File: config.mk
export PLATFORM = sky130hd
export DESIGN_NAME = ps2_keyboard_scan_code_sender
export DESIGN_NICKNAME = d
export VERILOG_FILES = /design/src/hw/rtl/ps2kb_pkg.sv /design/src/hw/rtl/ps2kb_framer.sv /design/src/hw/rtl/ps2_keyboard_scan_code_sender.sv
export SDC_FILE = /design/constraint.sdc
export NUM_CORES = 1
export LEC_CHECK = 0
export BUFFER_PORTS_ARGS = -buffer_cell sky130_fd_sc_hd__buf_4
export CAP_MARGIN = 0
export CORE_ASPECT_RATIO = 1.75
export CORE_UTILIZATION = 55
export DETAILED_ROUTE_END_ITERATION = 12
export HOLD_SLACK_MARGIN = 0.05
export PLACE_DENSITY = 0.82
export SETUP_SLACK_MARGIN = 0.15
export SYNTH_ARGS = -nofsm -noshare
export SYNTH_HDL_FRONTEND = slang
export SYNTH_SLANG_ARGS = --single-unit
File: constraint.sdc
create_clock -name clk -period 6.1 [get_ports clk]
set_input_delay 0.61 -clock clk [delete_from_list [all_inputs] [get_ports clk]]
set_output_delay 0.61 -clock clk [all_outputs]
set_load 0.005 [all_outputs]
File: src/hw/rtl/ps2kb_pkg.sv
// Shared types, constants and the set 2 scan code table of the PS/2 keyboard sender.
// Used by ps2kb_framer and ps2_keyboard_scan_code_sender; depends on nothing else.
package ps2kb_pkg;

    localparam logic [7:0] CODE_EXT      = 8'hE0;
    localparam logic [7:0] CODE_BREAK    = 8'hF0;
    localparam logic [3:0] SUB_START     = 4'd10;
    localparam logic [3:0] SUB_PARITY    = 4'd2;
    localparam logic [2:0] ADDR_KB_ENABLE = 3'h0;

    typedef struct packed {
        logic       ext;
        logic       valid;
        logic [7:0] code;
    } rom_entry_t;

    typedef struct packed {
        logic       valid;
        logic       ext;
        logic       brk;
        logic [7:0] code;
    } load_t;

    typedef struct packed {
        logic busy;
        logic strobe;
        logic data_bit;
        logic busy_after;
    } frame_stat_t;

    function automatic rom_entry_t code_rom(input logic [6:0] key);
        rom_entry_t e;
        e = '0;
        case (key)
            7'd1:  e = rom_entry_t'({2'b01, 8'h0E});
            7'd2:  e = rom_entry_t'({2'b01, 8'h16});
            7'd3:  e = rom_entry_t'({2'b01, 8'h1E});
            7'd4:  e = rom_entry_t'({2'b01, 8'h26});
            7'd5:  e = rom_entry_t'({2'b01, 8'h25});
            7'd6:  e = rom_entry_t'({2'b01, 8'h2E});
            7'd7:  e = rom_entry_t'({2'b01, 8'h36});
            7'd8:  e = rom_entry_t'({2'b01, 8'h3D});
            7'd9:  e = rom_entry_t'({2'b01, 8'h3E});
            7'd10: e = rom_entry_t'({2'b01, 8'h46});
            7'd11: e = rom_entry_t'({2'b01, 8'h45});
            7'd12: e = rom_entry_t'({2'b01, 8'h4E});
            7'd13: e = rom_entry_t'({2'b01, 8'h55});
            7'd15: e = rom_entry_t'({2'b01, 8'h66});
            7'd16: e = rom_entry_t'({2'b01, 8'h0D});
            7'd17: e = rom_entry_t'({2'b01, 8'h15});
            7'd18: e = rom_entry_t'({2'b01, 8'h1D});
            7'd19: e = rom_entry_t'({2'b01, 8'h24});
            7'd20: e = rom_entry_t'({2'b01, 8'h2D});
            7'd21: e = rom_entry_t'({2'b01, 8'h2C});
            7'd22: e = rom_entry_t'({2'b01, 8'h35});
            7'd23: e = rom_entry_t'({2'b01, 8'h3C});
            7'd24: e = rom_entry_t'({2'b01, 8'h43});
            7'd25: e = rom_entry_t'({2'b01, 8'h44});
            7'd26: e = rom_entry_t'({2'b01, 8'h4D});
            7'd27: e = rom_entry_t'({2'b01, 8'h54});
            7'd28: e = rom_entry_t'({2'b01, 8'h5B});
            7'd29: e = rom_entry_t'({2'b01, 8'h5D});
            7'd30: e = rom_entry_t'({2'b01, 8'h58});
            7'd31: e = rom_entry_t'({2'b01, 8'h1C});
            7'd32: e = rom_entry_t'({2'b01, 8'h1B});
            7'd33: e = rom_entry_t'({2'b01, 8'h23});
            7'd34: e = rom_entry_t'({2'b01, 8'h2B});
            7'd35: e = rom_entry_t'({2'b01, 8'h34});
            7'd36: e = rom_entry_t'({2'b01, 8'h33});
            7'd37: e = rom_entry_t'({2'b01, 8'h3B});
            7'd38: e = rom_entry_t'({2'b01, 8'h42});
            7'd39: e = rom_entry_t'({2'b01, 8'h4B});
            7'd40: e = rom_entry_t'({2'b01, 8'h4C});
            7'd41: e = rom_entry_t'({2'b01, 8'h52});
            7'd43: e = rom_entry_t'({2'b01, 8'h5A});
            7'd44: e = rom_entry_t'({2'b01, 8'h12});
            7'd46: e = rom_entry_t'({2'b01, 8'h1A});
            7'd47: e = rom_entry_t'({2'b01, 8'h22});
            7'd48: e = rom_entry_t'({2'b01, 8'h21});
            7'd49: e = rom_entry_t'({2'b01, 8'h2A});
            7'd50: e = rom_entry_t'({2'b01, 8'h32});
            7'd51: e = rom_entry_t'({2'b01, 8'h31});
            7'd52: e = rom_entry_t'({2'b01, 8'h3A});
            7'd53: e = rom_entry_t'({2'b01, 8'h41});
            7'd54: e = rom_entry_t'({2'b01, 8'h49});
            7'd55: e = rom_entry_t'({2'b01, 8'h4A});
            7'd57: e = rom_entry_t'({2'b01, 8'h59});
            7'd58: e = rom_entry_t'({2'b01, 8'h14});
            7'd60: e = rom_entry_t'({2'b01, 8'h11});
            7'd61: e = rom_entry_t'({2'b01, 8'h29});
            7'd62: e = rom_entry_t'({2'b11, 8'h11});
            7'd64: e = rom_entry_t'({2'b11, 8'h14});
            7'd75: e = rom_entry_t'({2'b11, 8'h70});
            7'd76: e = rom_entry_t'({2'b11, 8'h71});
            7'd79: e = rom_entry_t'({2'b11, 8'h6B});
            7'd80: e = rom_entry_t'({2'b11, 8'h6C});
            7'd81: e = rom_entry_t'({2'b11, 8'h69});
            7'd83: e = rom_entry_t'({2'b11, 8'h75});
            7'd84: e = rom_entry_t'({2'b11, 8'h72});
            7'd85: e = rom_entry_t'({2'b11, 8'h7D});
            7'd86: e = rom_entry_t'({2'b11, 8'h7A});
            7'd89: e = rom_entry_t'({2'b11, 8'h74});
            default: e = '0;
        endcase
        return e;
    endfunction

endpackage

File: src/hw/rtl/ps2kb_framer.sv
// Frame serializer of the PS/2 keyboard sender: holds up to three code bytes and
// presents start, data, odd parity and stop bits one at a time. Depends on ps2kb_pkg.
module ps2kb_framer
(
    input  logic                   clk,
    input  logic                   rst_n,
    input  ps2kb_pkg::load_t       load,
    input  logic                   shift_en,
    output ps2kb_pkg::frame_stat_t stat
);
    import ps2kb_pkg::*;

    logic [1:0] nrem_reg, nrem_next;
    logic [3:0] sub_reg, sub_next;
    logic [7:0] cur_reg, cur_next;
    logic       par_reg, par_next;
    logic [7:0] msg_reg [0:2];
    logic       busy;
    logic       step;
    logic       bit_val;
    logic [2:0] bit_idx;
    logic [1:0] byte_idx;

    assign busy     = (nrem_reg != 2'd0) || (sub_reg != 4'd0);
    assign step     = shift_en && busy;
    assign bit_idx  = 3'(SUB_START - sub_reg);
    assign byte_idx = nrem_reg - 2'd1;

    always_comb
    begin
        nrem_next = nrem_reg;
        sub_next  = sub_reg;
        cur_next  = cur_reg;
        par_next  = par_reg;
        bit_val   = 1'b0;
        if (load.valid)
        begin
            nrem_next = 2'd1 + 2'(load.ext) + 2'(load.brk);
            sub_next  = 4'd0;
        end
        else if (step)
        begin
            priority if (sub_reg == 4'd0)
            begin
                cur_next  = msg_reg[byte_idx];
                par_next  = 1'b1;
                bit_val   = 1'b0;
                nrem_next = nrem_reg - 2'd1;
                sub_next  = SUB_START;
            end
            else if (sub_reg > SUB_PARITY)
            begin
                bit_val  = cur_reg[bit_idx];
                par_next = par_reg ^ bit_val;
                sub_next = sub_reg - 4'd1;
            end
            else if (sub_reg == SUB_PARITY)
            begin
                bit_val  = par_reg;
                sub_next = sub_reg - 4'd1;
            end
            else
            begin
                bit_val  = 1'b1;
                sub_next = sub_reg - 4'd1;
            end
        end
    end

    always_ff @(posedge clk or negedge rst_n)
    begin
        if (!rst_n)
        begin
            nrem_reg <= 2'd0;
            sub_reg  <= 4'd0;
            par_reg  <= 1'b0;
            cur_reg  <= 8'd0;
        end
        else
        begin
            nrem_reg <= nrem_next;
            sub_reg  <= sub_next;
            par_reg  <= par_next;
            cur_reg  <= cur_next;
        end
    end

    // The last byte of the code sits at index 0 and goes out last.
    always_ff @(posedge clk)
    begin
        if (load.valid)
        begin
            msg_reg[0] <= load.code;
            msg_reg[1] <= load.brk ? CODE_BREAK : CODE_EXT;
            msg_reg[2] <= CODE_EXT;
        end
    end

    assign stat.busy       = busy;
    assign stat.strobe     = step;
    assign stat.data_bit   = bit_val;
    assign stat.busy_after = (nrem_next != 2'd0) || (sub_next != 4'd0);

    a_load_when_idle: assert property (@(posedge clk) disable iff (!rst_n)
        load.valid |-> !busy)
        else $error("code loaded while frames remain");

    a_busy_ends_on_step: assert property (@(posedge clk) disable iff (!rst_n)
        $fell(busy) |-> $past(shift_en))
        else $error("busy dropped without a presented bit");

    a_frame_has_byte: assert property (@(posedge clk) disable iff (!rst_n)
        step && (sub_reg == 4'd0) |-> (nrem_reg != 2'd0))
        else $error("frame start with no byte left");

endmodule

File: src/hw/rtl/ps2_keyboard_scan_code_sender.sv
// Top level of the PS/2 keyboard scan code sender (set 2 transmitter).
// Instantiates ps2kb_framer; depends on ps2kb_pkg.
//
// Every input word on the s_axis channel is one keyboard clock tick; tuser marks
// a tick that also carries a key event, tdata holds the key number and the
// press flag. Every tick yields exactly one output word on m_axis: a strobe
// (tuser) telling whether a frame bit is presented, the data line level and a
// busy flag. The enable register at address 0 gates key events.
// Key state lives in two one-bit memories of NUM_KEYS entries (pressed and
// reported). When no code is being sent, a tick starts a scan that reads one
// key per cycle through the shared memory read port and stops at the first
// changed key. A tick that arrives while a code is being sent skips the scan.
// After reset the block sweeps both memories to zero, one entry per cycle, and
// accepts no tick meanwhile; register writes are taken.
// The output word is held in a register; a new tick is accepted while it waits,
// and the next word is written only once the receiver has taken the old one.
module ps2_keyboard_scan_code_sender
#(
    parameter int NUM_KEYS = 128
)
(
    input  logic        clk,
    input  logic        rst_n,
    input  logic        s_axis_tvalid,
    output logic        s_axis_tready,
    input  logic [7:0]  s_axis_tdata,  // [6:0] key_number, [7] key_down
    input  logic        s_axis_tuser,  // [0] key_event
    output logic        m_axis_tvalid,
    input  logic        m_axis_tready,
    output logic [7:0]  m_axis_tdata,  // [0] data_bit, [1] busy_res, [7:2] zero
    output logic        m_axis_tuser,  // [0] clock_strobe
    input  logic        psel,
    input  logic        penable,
    input  logic        pwrite,
    input  logic [2:0]  paddr,
    input  logic [31:0] pwdata,
    output logic [31:0] prdata,
    output logic        pready
);
    import ps2kb_pkg::*;

    localparam int KW = $clog2(NUM_KEYS);
    localparam int WW = KW + 8;

    typedef enum logic [3:0] {
        ST_CLEAR = 4'b0001,
        ST_IDLE  = 4'b0010,
        ST_SCAN  = 4'b0100,
        ST_EMIT  = 4'b1000
    } state_t;

    state_t          state_reg, state_next;
    logic [KW-1:0]   clr_addr_reg, clr_addr_next;
    logic [KW:0]     scan_addr_reg, scan_addr_next;
    logic [KW-1:0]   rd_addr_reg, rd_addr_next;
    logic            rd_vld_reg, rd_vld_next;
    logic            enabled_reg, enabled_next;
    logic            phase_reg, phase_next;
    logic            out_valid_reg, out_valid_next;
    logic            out_strobe_reg, out_strobe_next;
    logic            out_bit_reg, out_bit_next;
    logic            out_busy_reg, out_busy_next;

    logic            pmem [NUM_KEYS];
    logic            rmem [NUM_KEYS];
    logic            pm_rd_reg;
    logic            rm_rd_reg;

    logic            acc_in;
    logic            cfg_we;
    logic [WW-1:0]   ev_key;
    logic            pm_we;
    logic [KW-1:0]   pm_wa;
    logic            pm_wd;
    logic            rm_we;
    logic [KW-1:0]   rm_wa;
    logic            rm_wd;
    logic            issue;
    logic [KW-1:0]   rd_index;
    logic            found;
    logic            scan_last;
    logic [WW-1:0]   rd_wide;
    rom_entry_t      entry;
    load_t           load;
    logic            emit_go;
    logic            shift_en;
    frame_stat_t     stat;

    assign pready = 1'b1;
    assign cfg_we = psel && penable && pwrite && pready && (paddr == ADDR_KB_ENABLE);
    assign prdata = (paddr == ADDR_KB_ENABLE) ? {31'd0, enabled_reg} : 32'd0;

    assign s_axis_tready = (state_reg == ST_IDLE);
    assign acc_in        = s_axis_tvalid && s_axis_tready;
    assign ev_key        = WW'(s_axis_tdata[6:0]);

    assign pm_we = (state_reg == ST_CLEAR)
                || (acc_in && enabled_reg && s_axis_tuser && (ev_key < WW'(NUM_KEYS)));
    assign pm_wa = (state_reg == ST_CLEAR) ? clr_addr_reg : ev_key[KW-1:0];
    assign pm_wd = (state_reg == ST_CLEAR) ? 1'b0 : s_axis_tdata[7];

    assign issue     = (state_reg == ST_SCAN) && (scan_addr_reg < (KW+1)'(NUM_KEYS));
    assign rd_index  = issue ? scan_addr_reg[KW-1:0] : '0;
    assign found     = (state_reg == ST_SCAN) && rd_vld_reg && (pm_rd_reg != rm_rd_reg);
    assign scan_last = (state_reg == ST_SCAN) && rd_vld_reg
                    && (rd_addr_reg == KW'(NUM_KEYS - 1));

    assign rm_we = (state_reg == ST_CLEAR) || found;
    assign rm_wa = (state_reg == ST_CLEAR) ? clr_addr_reg : rd_addr_reg;
    assign rm_wd = (state_reg == ST_CLEAR) ? 1'b0 : pm_rd_reg;

    // Keys from 128 up have no table entry.
    assign rd_wide    = WW'(rd_addr_reg);
    assign entry      = code_rom(rd_wide[6:0]);
    assign load.valid = found && entry.valid && (rd_wide < WW'(128));
    assign load.ext   = entry.ext;
    assign load.brk   = !pm_rd_reg;
    assign load.code  = entry.code;

    assign emit_go  = (state_reg == ST_EMIT) && (!out_valid_reg || m_axis_tready);
    assign shift_en = emit_go && !phase_reg;

    always_ff @(posedge clk)
    begin
        if (pm_we)
        begin
            pmem[pm_wa] <= pm_wd;
        end
        pm_rd_reg <= pmem[rd_index];
    end

    always_ff @(posedge clk)
    begin
        if (rm_we)
        begin
            rmem[rm_wa] <= rm_wd;
        end
        rm_rd_reg <= rmem[rd_index];
    end

    ps2kb_framer u_framer
    (
        .clk      (clk),
        .rst_n    (rst_n),
        .load     (load),
        .shift_en (shift_en),
        .stat     (stat)
    );

    always_comb
    begin
        state_next      = state_reg;
        clr_addr_next   = clr_addr_reg;
        scan_addr_next  = scan_addr_reg;
        rd_addr_next    = rd_addr_reg;
        rd_vld_next     = rd_vld_reg;
        enabled_next    = cfg_we ? pwdata[0] : enabled_reg;
        phase_next      = phase_reg;
        out_valid_next  = out_valid_reg && !m_axis_tready;
        out_strobe_next = out_strobe_reg;
        out_bit_next    = out_bit_reg;
        out_busy_next   = out_busy_reg;
        unique case (state_reg)
            ST_CLEAR:
            begin
                clr_addr_next = clr_addr_reg + KW'(1);
                if (clr_addr_reg == KW'(NUM_KEYS - 1))
                begin
                    state_next = ST_IDLE;
                end
            end
            ST_IDLE:
            begin
                if (acc_in)
                begin
                    phase_next     = !phase_reg;
                    scan_addr_next = '0;
                    rd_vld_next    = 1'b0;
                    state_next     = stat.busy ? ST_EMIT : ST_SCAN;
                end
            end
            ST_SCAN:
            begin
                scan_addr_next = scan_addr_reg + (KW+1)'(issue);
                rd_vld_next    = issue;
                rd_addr_next   = scan_addr_reg[KW-1:0];
                if (found || scan_last)
                begin
                    state_next = ST_EMIT;
                end
            end
            ST_EMIT:
            begin
                if (emit_go)
                begin
                    out_valid_next  = 1'b1;
                    out_strobe_next = stat.strobe;
                    out_bit_next    = stat.data_bit;
                    out_busy_next   = stat.busy_after;
                    state_next      = ST_IDLE;
                end
            end
            default:
            begin
                state_next = ST_IDLE;
            end
        endcase
    end

    always_ff @(posedge clk or negedge rst_n)
    begin
        if (!rst_n)
        begin
            state_reg     <= ST_CLEAR;
            clr_addr_reg  <= '0;
            scan_addr_reg <= '0;
            rd_addr_reg   <= '0;
            rd_vld_reg    <= 1'b0;
            enabled_reg   <= 1'b0;
            phase_reg     <= 1'b0;
            out_valid_reg <= 1'b0;
        end
        else
        begin
            state_reg     <= state_next;
            clr_addr_reg  <= clr_addr_next;
            scan_addr_reg <= scan_addr_next;
            rd_addr_reg   <= rd_addr_next;
            rd_vld_reg    <= rd_vld_next;
            enabled_reg   <= enabled_next;
            phase_reg     <= phase_next;
            out_valid_reg <= out_valid_next;
        end
    end

    always_ff @(posedge clk)
    begin
        out_strobe_reg <= out_strobe_next;
        out_bit_reg    <= out_bit_next;
        out_busy_reg   <= out_busy_next;
    end

    assign m_axis_tvalid = out_valid_reg;
    assign m_axis_tuser  = out_strobe_reg;
    assign m_axis_tdata  = {6'd0, out_busy_reg, out_bit_reg};

    a_idle_line_low: assert property (@(posedge clk) disable iff (!rst_n)
        m_axis_tvalid && !m_axis_tuser |-> !m_axis_tdata[0])
        else $error("data line high without a strobe");

    a_no_tick_in_clear: assert property (@(posedge clk) disable iff (!rst_n)
        (state_reg == ST_CLEAR) |-> !s_axis_tready)
        else $error("tick accepted during memory clear");

    a_busy_skips_scan: assert property (@(posedge clk) disable iff (!rst_n)
        acc_in && stat.busy |=> (state_reg == ST_EMIT))
        else $error("key scan started while a code is being sent");

endmodule

# ---- Yosys cells after proc, flatten, opt, wreduce, memory -nomap -nowiden
# Memory sizes are Yosys's and may differ from the RTL's. A register that Yosys moved wholly into a read port is not among the register bits.
# Index checks and enable logic that the tools add are counted.
dict set report word_totals {
  reg_bits 40
  mem_bits_rw 280
  mem_bits_ro 1152
  inputBits 51
  output_inout_bits 44
  elab_cells 125
  n_memories 4
}
dict set report op_classes {
  n_addsub 7
  order_cmp 5
  eq_ne 12
  n_mux 37
  bitwise 3
  reduce_logical 43
}
# memory depth word_bits read_ports rd_ports_with_merged_regs write_ports line_no
set mem_list {}
lappend mem_list {{(name not given)} 128 9 1 0 0 ps2kb_pkg.sv:34} ;# case (key)
lappend mem_list {pmem 128 1 1 1 1 ps2_keyboard_scan_code_sender.sv:64} ;# logic pmem [NUM_KEYS];
lappend mem_list {rmem 128 1 1 1 1 ps2_keyboard_scan_code_sender.sv:65} ;# logic rmem [NUM_KEYS];
lappend mem_list {u_framer.msg_reg 3 8 1 1 3 ps2kb_framer.sv:17} ;# logic [7:0] msg_reg [0:2];
# operator n
set ops {}
lappend ops {{4-bit two-way mux} 8}
lappend ops {{7-bit two-way mux} 3}
lappend ops {{1-bit logical AND} 17}
lappend ops {{1-bit two-way mux} 17}
lappend ops {{7-bit by 8-bit < comparator with 1-bit output, second input constant} 2}
lappend ops {{4-bit case mux with 4 select lines} 1}
lappend ops {{8-bit case mux with 2 select lines} 1}
lappend ops {{7-bit == test, second input constant} 2}
lappend ops {{8-bit by 1-bit adder with 8-bit output} 1}
lappend ops {{4-bit by 2-bit == test with 1-bit output, second input constant} 2}
lappend ops {{8-bit < comparator, second input constant} 1}
lappend ops {{8-bit two-way mux} 1}
lappend ops {{2-bit nonzero test} 4}
lappend ops {{4-bit nonzero test} 2}
lappend ops {{7-bit by 1-bit adder with 7-bit output, second input constant} 1}
lappend ops {{1-bit logical OR} 6}
lappend ops {{2-bit two-way mux} 3}
lappend ops {{2-bit by 1-bit inequality test with 1-bit output, second input constant} 3}
lappend ops {{2-bit AND reduction} 3}
lappend ops {{3-bit AND reduction} 2}
lappend ops {{1-bit zero test} 5}
lappend ops {{5-bit two-way mux} 1}
lappend ops {{4-bit by 1-bit == test with 1-bit output, second input constant} 1}
lappend ops {{4-bit by 3-bit == test with 1-bit output, second input constant} 1}
lappend ops {{18 further kinds} 19}

# ---- Depth between registers and ports, before layout
dict set report depth {
  word_depth 9
  depth_mapped 14
  ltp_nobuf 10
}

# ---- By module
# Synthesis repeated with hierarchy kept, for this count alone.
dict set report unflattened {
  cells_unflattened 1391
  hier_area_um2 15688.8
}
# module n_inst cells_per_inst area_per_inst_um2 seq_area_each_um2
set modules_own_cells {}
lappend modules_own_cells {ps2_keyboard_scan_code_sender 1 1275 14420.1 8569.5}
lappend modules_own_cells {ps2kb_framer 1 116 1268.7 645.6}

# ---- Worst setup path before layout
# OpenSTA, ideal clock, no wires.
dict set report synth_timing {
  path_type {register -> register}
  from {register state_reg[0]}
  to {memory pmem[0] (data pin)}
  setup_time_ns 0.825
  arrival_time_ns 4.296
  required_time_ns 5.275
  path_slack_ns 0.978
  stages_incl_launch_ff 6
  n_path_buf 3
  synth_period_minus_slack_ns 5.122
  path_cell_list {dfstp_2 > nor4b_1 > clkbuf_1 > buf_1 > buf_1 > nor2b_1}
}
dict set report synth_via {
  elab_chain_cells 2
}
# element line_no
set synth_lines {}
lappend synth_lines {{start: declaration} ps2_keyboard_scan_code_sender.sv:52} ;# state_t state_reg, state_next;
lappend synth_lines {{start signal: assignment} ps2_keyboard_scan_code_sender.sv:225} ;# state_reg <= state_next;
lappend synth_lines {{4-bit by 1-bit == test with 1-bit output} ps2_keyboard_scan_code_sender.sv:100} ;# assign pm_wd = (state_reg == ST_CLEAR) ? 1'b0 : s_axis_tdata[7];
lappend synth_lines {{1-bit two-way mux} ps2_keyboard_scan_code_sender.sv:100}
lappend synth_lines {{via pm_wd} ps2_keyboard_scan_code_sender.sv:74} ;# logic pm_wd;
lappend synth_lines {{end: declaration} ps2_keyboard_scan_code_sender.sv:64}
# The timed path passes the listed nets, and every way through them passes these cells.

# ---- Worst setup path in the final report
dict set report layout_timing {
  from {register state_reg[1]}
  to {register rm_rd_reg, read port of rmem}
}
dict set report layout_via {
  elab_chain_cells 3
}
# element line_no
set layout_lines {}
lappend layout_lines {{4-bit by 3-bit == test with 1-bit output} ps2_keyboard_scan_code_sender.sv:102} ;# assign issue = (state_reg == ST_SCAN) && (scan_addr_reg < (KW+1)'(NUM_KEYS));
lappend layout_lines {{1-bit logical AND} ps2_keyboard_scan_code_sender.sv:102}
lappend layout_lines {{7-bit two-way mux} ps2_keyboard_scan_code_sender.sv:103} ;# assign rd_index = issue ? scan_addr_reg[KW-1:0] : '0;
lappend layout_lines {{end: declaration} ps2_keyboard_scan_code_sender.sv:67} ;# logic rm_rd_reg;
# Every way passes these cells.
# A chain may end at the register's enable or synchronous reset.

==> report_table.html <==
<table>
<tr><th>Metric</th><th>Value</th></tr>
<tr><th colspan="2">Power</th></tr>
<tr><td>Part of the power in the clock network</td><td>a little under two fifths</td></tr>
<tr><td>Sequential fraction of design power</td><td>about 54%</td></tr>
<tr><td>Power per standard cell area</td><td>~270 mW/mm^2</td></tr>
<tr><td>Net switching power of the design</td><td>1080 uW</td></tr>
<tr><td>Static power due to leakage</td><td>0.00541 uW</td></tr>
<tr><td>Cell internal pwr</td><td>approximately 3500 uW</td></tr>
<tr><td>Fraction of power spent switching nets</td><td>a little under a quarter</td></tr>
<tr><td>IR Drop Worst-Case VDD</td><td>roughly 0.00018 V</td></tr>
<tr><td>Fraction of power consumed by combinational cells</td><td>approximately 8.5%</td></tr>
<tr><td>Power after layout</td><td>~4600 uW</td></tr>
<tr><th colspan="2">Routing</th></tr>
<tr><td>Final routed wirelength across all metal layers</td><td>approximately 40000 um</td></tr>
<tr><td>Count of unresolved DRC violations after routing</td><td>0</td></tr>
<tr><td>Violation count after the first detailed-routing iteration</td><td>roughly 1.2k</td></tr>
<tr><td>DR vias</td><td>between 10k and 15k</td></tr>
<tr><td>Number of vias per cell after detailed routing</td><td>approximately 6.4</td></tr>
<tr><td>Average detailed-routed wire length per instance</td><td>roughly 22 um</td></tr>
<tr><td>Number of nets with antenna violations after detailed routing</td><td>0</td></tr>
<tr><td>Count of TritonRoute iterations in the first routing pass</td><td>5</td></tr>
<tr><th colspan="2">Worst setup path</th></tr>
<tr><td>Largest delay share family, worst path</td><td>multiplexers</td></tr>
<tr><td>Slowest cell on the critical path</td><td>ha_4</td></tr>
<tr><td>Critical Path Max Stage Delay</td><td>approximately 0.7 ns</td></tr>
<tr><td>Critical path capture point type</td><td>flop</td></tr>
<tr><td>CP Launch Type</td><td>flop</td></tr>
<tr><td>Worst EP arrival</td><td>4.58 ns</td></tr>
<tr><td>Worst setup path category</td><td>reg -&gt; reg</td></tr>
<tr><td>Data required time of the critical path</td><td>roughly 6.5 ns</td></tr>
<tr><td>Cell breakdown of the critical path</td><td>or4b_1 &gt; buf_4 &gt; nor2_2 &gt; ha_4 &gt; buf_12 &gt; mux4_2 &gt; mux2i_1 &gt; o31ai_1 &gt; a211oi_1 &gt; o22ai_1</td></tr>
<tr><td>Worst-path fanout max</td><td>45</td></tr>
<tr><td>CP bufs+invs</td><td>2</td></tr>
<tr><th colspan="2">Timing</th></tr>
<tr><td>Post-route clock period utilization</td><td>67.9%</td></tr>
<tr><td>Total Neg Setup Slack</td><td>0 ns</td></tr>
<tr><td>Number of pins exceeding their max-slew limit in the final report</td><td>0</td></tr>
<tr><td>Final setup violating endpoints</td><td>0</td></tr>
<tr><td>Slew at the pin closest to its max-slew limit</td><td>approximately 1.3 ns</td></tr>
<tr><td>Maximum achievable frequency</td><td>around 240 MHz</td></tr>
<tr><td>Hold Fails Final Rpt</td><td>0</td></tr>
<tr><td>Tightest slew margin relative to the limit</td><td>approximately an eighth</td></tr>
<tr><td>Clock skew</td><td>0.0171 ns</td></tr>
<tr><td>Unrepaired setup endpoints after global routing</td><td>no</td></tr>
<tr><td>Fin crit period</td><td>between 4 and 5 ns</td></tr>
<tr><td>Setup ws final</td><td>1.96 ns</td></tr>
<tr><th colspan="2">Yosys</th></tr>
<tr><td>Largest family of logic cells by synthesized area</td><td>simple AND/OR/NAND/NOR gates</td></tr>
<tr><td>Multiplexer share of the synthesized area</td><td>under 10%</td></tr>
<tr><td>Post-Syn Area per Cell</td><td>around 11 sq um</td></tr>
<tr><td>Gate count after technology mapping</td><td>1404</td></tr>
<tr><td>Warning count from the yosys run</td><td>0</td></tr>
<tr><td>Top area cells in the synthesized netlist</td><td>edfxtp_1 51%, nor2_1 7.4%, mux4_2 7.3%</td></tr>
<tr><td>EDFF count, synth</td><td>267</td></tr>
<tr><td>Post-synthesis share of cell area spent on full adders, half adders and majority gates</td><td>around 1.2%</td></tr>
<tr><td>Number of synthesized register bits</td><td>~310</td></tr>
<tr><td>Cell type with the highest aggregate area in the netlist</td><td>edfxtp_1</td></tr>
<tr><td>Count leader, synth</td><td>nor2_1</td></tr>
<tr><td>Share of synthesized cell area in and, or, nand and nor gates</td><td>between 15 and 20%</td></tr>
<tr><td>Synthesized-area fraction occupied by xor and xnor cells</td><td>less than 1%</td></tr>
<tr><td>Post-synthesis async set-or-reset flop share</td><td>approximately 14%</td></tr>
<tr><td>Syn Std Cell Area</td><td>~0.016 sq mm</td></tr>
<tr><td>Number of distinct library cells after synthesis</td><td>70</td></tr>
<tr><td>Commonest cells in the synthesized netlist</td><td>311 x nor2_1, 267 x edfxtp_1, 150 x nand2_1, 82 x o21ai_0, 57 x clkbuf_1</td></tr>
<tr><td>Area share of the leading cell type in the synthesized netlist</td><td>roughly 50%</td></tr>
<tr><td>Compound-cell area share of the yosys netlist</td><td>9.23%</td></tr>
<tr><td>Top FF cell, synth</td><td>edfxtp_1</td></tr>
<tr><td>Sequential cell area fraction in the yosys report</td><td>58.5%</td></tr>
<tr><th colspan="2">GRT</th></tr>
<tr><td>GRT Resource Usage Total</td><td>between 20 and 30%</td></tr>
<tr><td>Met2 routing resource usage after global routing</td><td>a little under half</td></tr>
<tr><td>Busiest metal layer after global routing</td><td>met2</td></tr>
<tr><td>Global-route wire length before repair</td><td>60900 um</td></tr>
<tr><td>Global-route met1 utilization</td><td>approximately 30%</td></tr>
<tr><td>Vias in the first global route</td><td>between 10k and 15k</td></tr>
<tr><td>Met3 Usage GRT</td><td>4.70%</td></tr>
<tr><td>Largest net degree at the start of global routing</td><td>129</td></tr>
<tr><td>Global route total overflow</td><td>0</td></tr>
<tr><td>Antenna violations before repair</td><td>1</td></tr>
<tr><th colspan="2">Layout</th></tr>
<tr><td>Area taken by multi-input logic gates</td><td>approximately 0.0060 sq mm</td></tr>
<tr><td>Filler Cells Inserted</td><td>approximately 2.1k</td></tr>
<tr><td>Register cell area after layout</td><td>~0.009 sq mm</td></tr>
<tr><td>Biggest registers after layout</td><td>pmem: 128 flops, rmem: 128 flops</td></tr>
<tr><td>Area growth from synthesis to layout</td><td>7.64%</td></tr>
<tr><td>Share of the core filled with cells</td><td>60.4%</td></tr>
<tr><td>Net total in the final layout</td><td>between 1k and 1.5k</td></tr>
<tr><td>Diode insertion count for antenna repair</td><td>0</td></tr>
<tr><td>Layout cells sized above 1</td><td>10.8%</td></tr>
<tr><td>Post-route standard cell area excluding fillers</td><td>roughly 0.017 sq mm</td></tr>
<tr><th colspan="2">Worst hold path</th></tr>
<tr><td>Worst min-delay path class</td><td>in -&gt; async</td></tr>
<tr><th colspan="2">Clock tree</th></tr>
<tr><td>Clock Root Buffer</td><td>clkbuf_16</td></tr>
<tr><td>Worst skew pair latency</td><td>roughly 0.56 ns</td></tr>
<tr><td>Clk sinks</td><td>approximately 310</td></tr>
<tr><td>Clock transition time at the flip-flop clock pins of the worst setup and hold paths</td><td>about 0.07 ns</td></tr>
<tr><td>Maximum level of the CTS H-tree</td><td>1</td></tr>
<tr><td>Maximum root-to-sink buffer count</td><td>3</td></tr>
<tr><td>Number of buffers inserted during clock tree synthesis</td><td>26</td></tr>
<tr><td>TritonCTS clock tree</td><td>built</td></tr>
<tr><td>Number of gates resized after CTS</td><td>0</td></tr>
<tr><td>Number of setup buffers added after CTS</td><td>0</td></tr>
<tr><td>Hold-fix buffer count after cts</td><td>0</td></tr>
<tr><th colspan="2">Placed design</th></tr>
<tr><td>IO buf count</td><td>25</td></tr>
<tr><td>GP Congestion</td><td>between 0.9 and 1</td></tr>
<tr><td>Cell area after placement</td><td>roughly 0.016 sq mm</td></tr>
<tr><td>Pre-CTS setup slack</td><td>about 2.0 ns</td></tr>
<tr><td>Half-perimeter wire length of the detailed placement result</td><td>between 20000 and 30000 um</td></tr>
<tr><th colspan="2">Die</th></tr>
<tr><td>I/O Pins</td><td>95</td></tr>
<tr><td>Die Ht</td><td>roughly 230 um</td></tr>
<tr><td>Placement Rows</td><td>81</td></tr>
<tr><td>Die span in x</td><td>between 100 and 150 um</td></tr>
<tr><td>Effective utilization at floorplan</td><td>56.1%</td></tr>
<tr><td>Die area</td><td>0.0292 sq mm</td></tr>
<tr><td>Core box area</td><td>between 0.02 and 0.03 sq mm</td></tr>
<tr><th colspan="2">Status</th></tr>
<tr><td>Outcome</td><td>finished clean</td></tr>
<tr><th colspan="2">Run</th></tr>
<tr><td>Total of max-cap violations</td><td>0</td></tr>
</table>
-- placed cells by master (no fill, tap or decap), types with 25 or more instances in the layout --
cell	synthesis	layout
mux4_2	51	51
dfrtp_1	44	44
clkbuf_16	0	28
a21oi_1	33	33
nand3_1	53	53
o21ai_0	82	82
nand2_1	150	150
edfxtp_1	267	267
conb_1	2	38
buf_4	41	39
nor2_1	311	309
nand2b_1	25	25
-- routing by layer --
| metal | wire [um] | vias to the layer above |
|---|---|---|
| met3 | 3380 | 218 |
| met1 | 13100 | 5533 |
| met2 | 20000 | 684 |
| met4 | 3450 | 2 |
| li1 | - | 4979 |
| met5 | 13 | - |
-- power by group through the flow --
stage | Sequential, uW | Combinational (uW) | Clock, uW
after global placement | 2480 | 361 | 0
final | 2440 | 389 | 1730
after detailed placement | 2480 | 376 | 0
after CTS | 2440 | 379 | 1730
after floorplan | 2450 | 288 | 0
after global routing | 2450 | 427 | 1810
-- cell type report --
type / count / area share (%)
Sequential cell: 314 / 54.4
Multi-Input combinational cell: 984 / 35.4
Clock buffer: 35 / 4.48
Tap cell: 373 / 2.76
Timing Repair Buffer: 40 / 1.85
Clock inverter: 12 / 0.733
Inverter: 19 / 0.422
-- cells by family after synthesis --
kind of cell,after synthesis
mux,72
fa+ha+maj,15
other cells,2
compound gates,227
xor+xnor,10
buf+inv,142
simple gates,622
flops,314
-- through the flow --
stage | hold slack, ns | std cells
global route | 0.105 | 1777
CTS | 0.0772 | 1777
detailed placement | 0.464 | 1730
finish | 0.0564 | 1777
global placement | 0.461 | 1730
floorplan | 0.314 | 1440
-- worst register-to-register path, cell delays in order, from the launching register on --
cell and delay, ns:
dfrtp_1 0.47, or4b_1 0.53, buf_4 0.26, nor2_2 0.31, ha_4 0.70, buf_12 0.39
mux4_2 0.59, mux2i_1 0.29, o31ai_1 0.11, a211oi_1 0.27, o22ai_1 0.10
-- path summary, 6_finish.rpt --
path	start	end	slack, ns	cells past startpoint
worst max-delay path	state_reg[1]	rm_rd_reg	1.96	10
worst min-delay path	rst_n	u_framer.cur_reg[0]	0.06	1
worst max register to register	state_reg[1]	rm_rd_reg	1.96	10
worst min register to register	u_framer.cur_reg[4]	u_framer.cur_reg[4]	0.48	2
max in group asynchronous	rst_n	rd_addr_reg[1]	5.63	1
min in group clk	m_axis_tready	m_axis_tvalid	0.24	2
(Power assumes the default switching activity.)
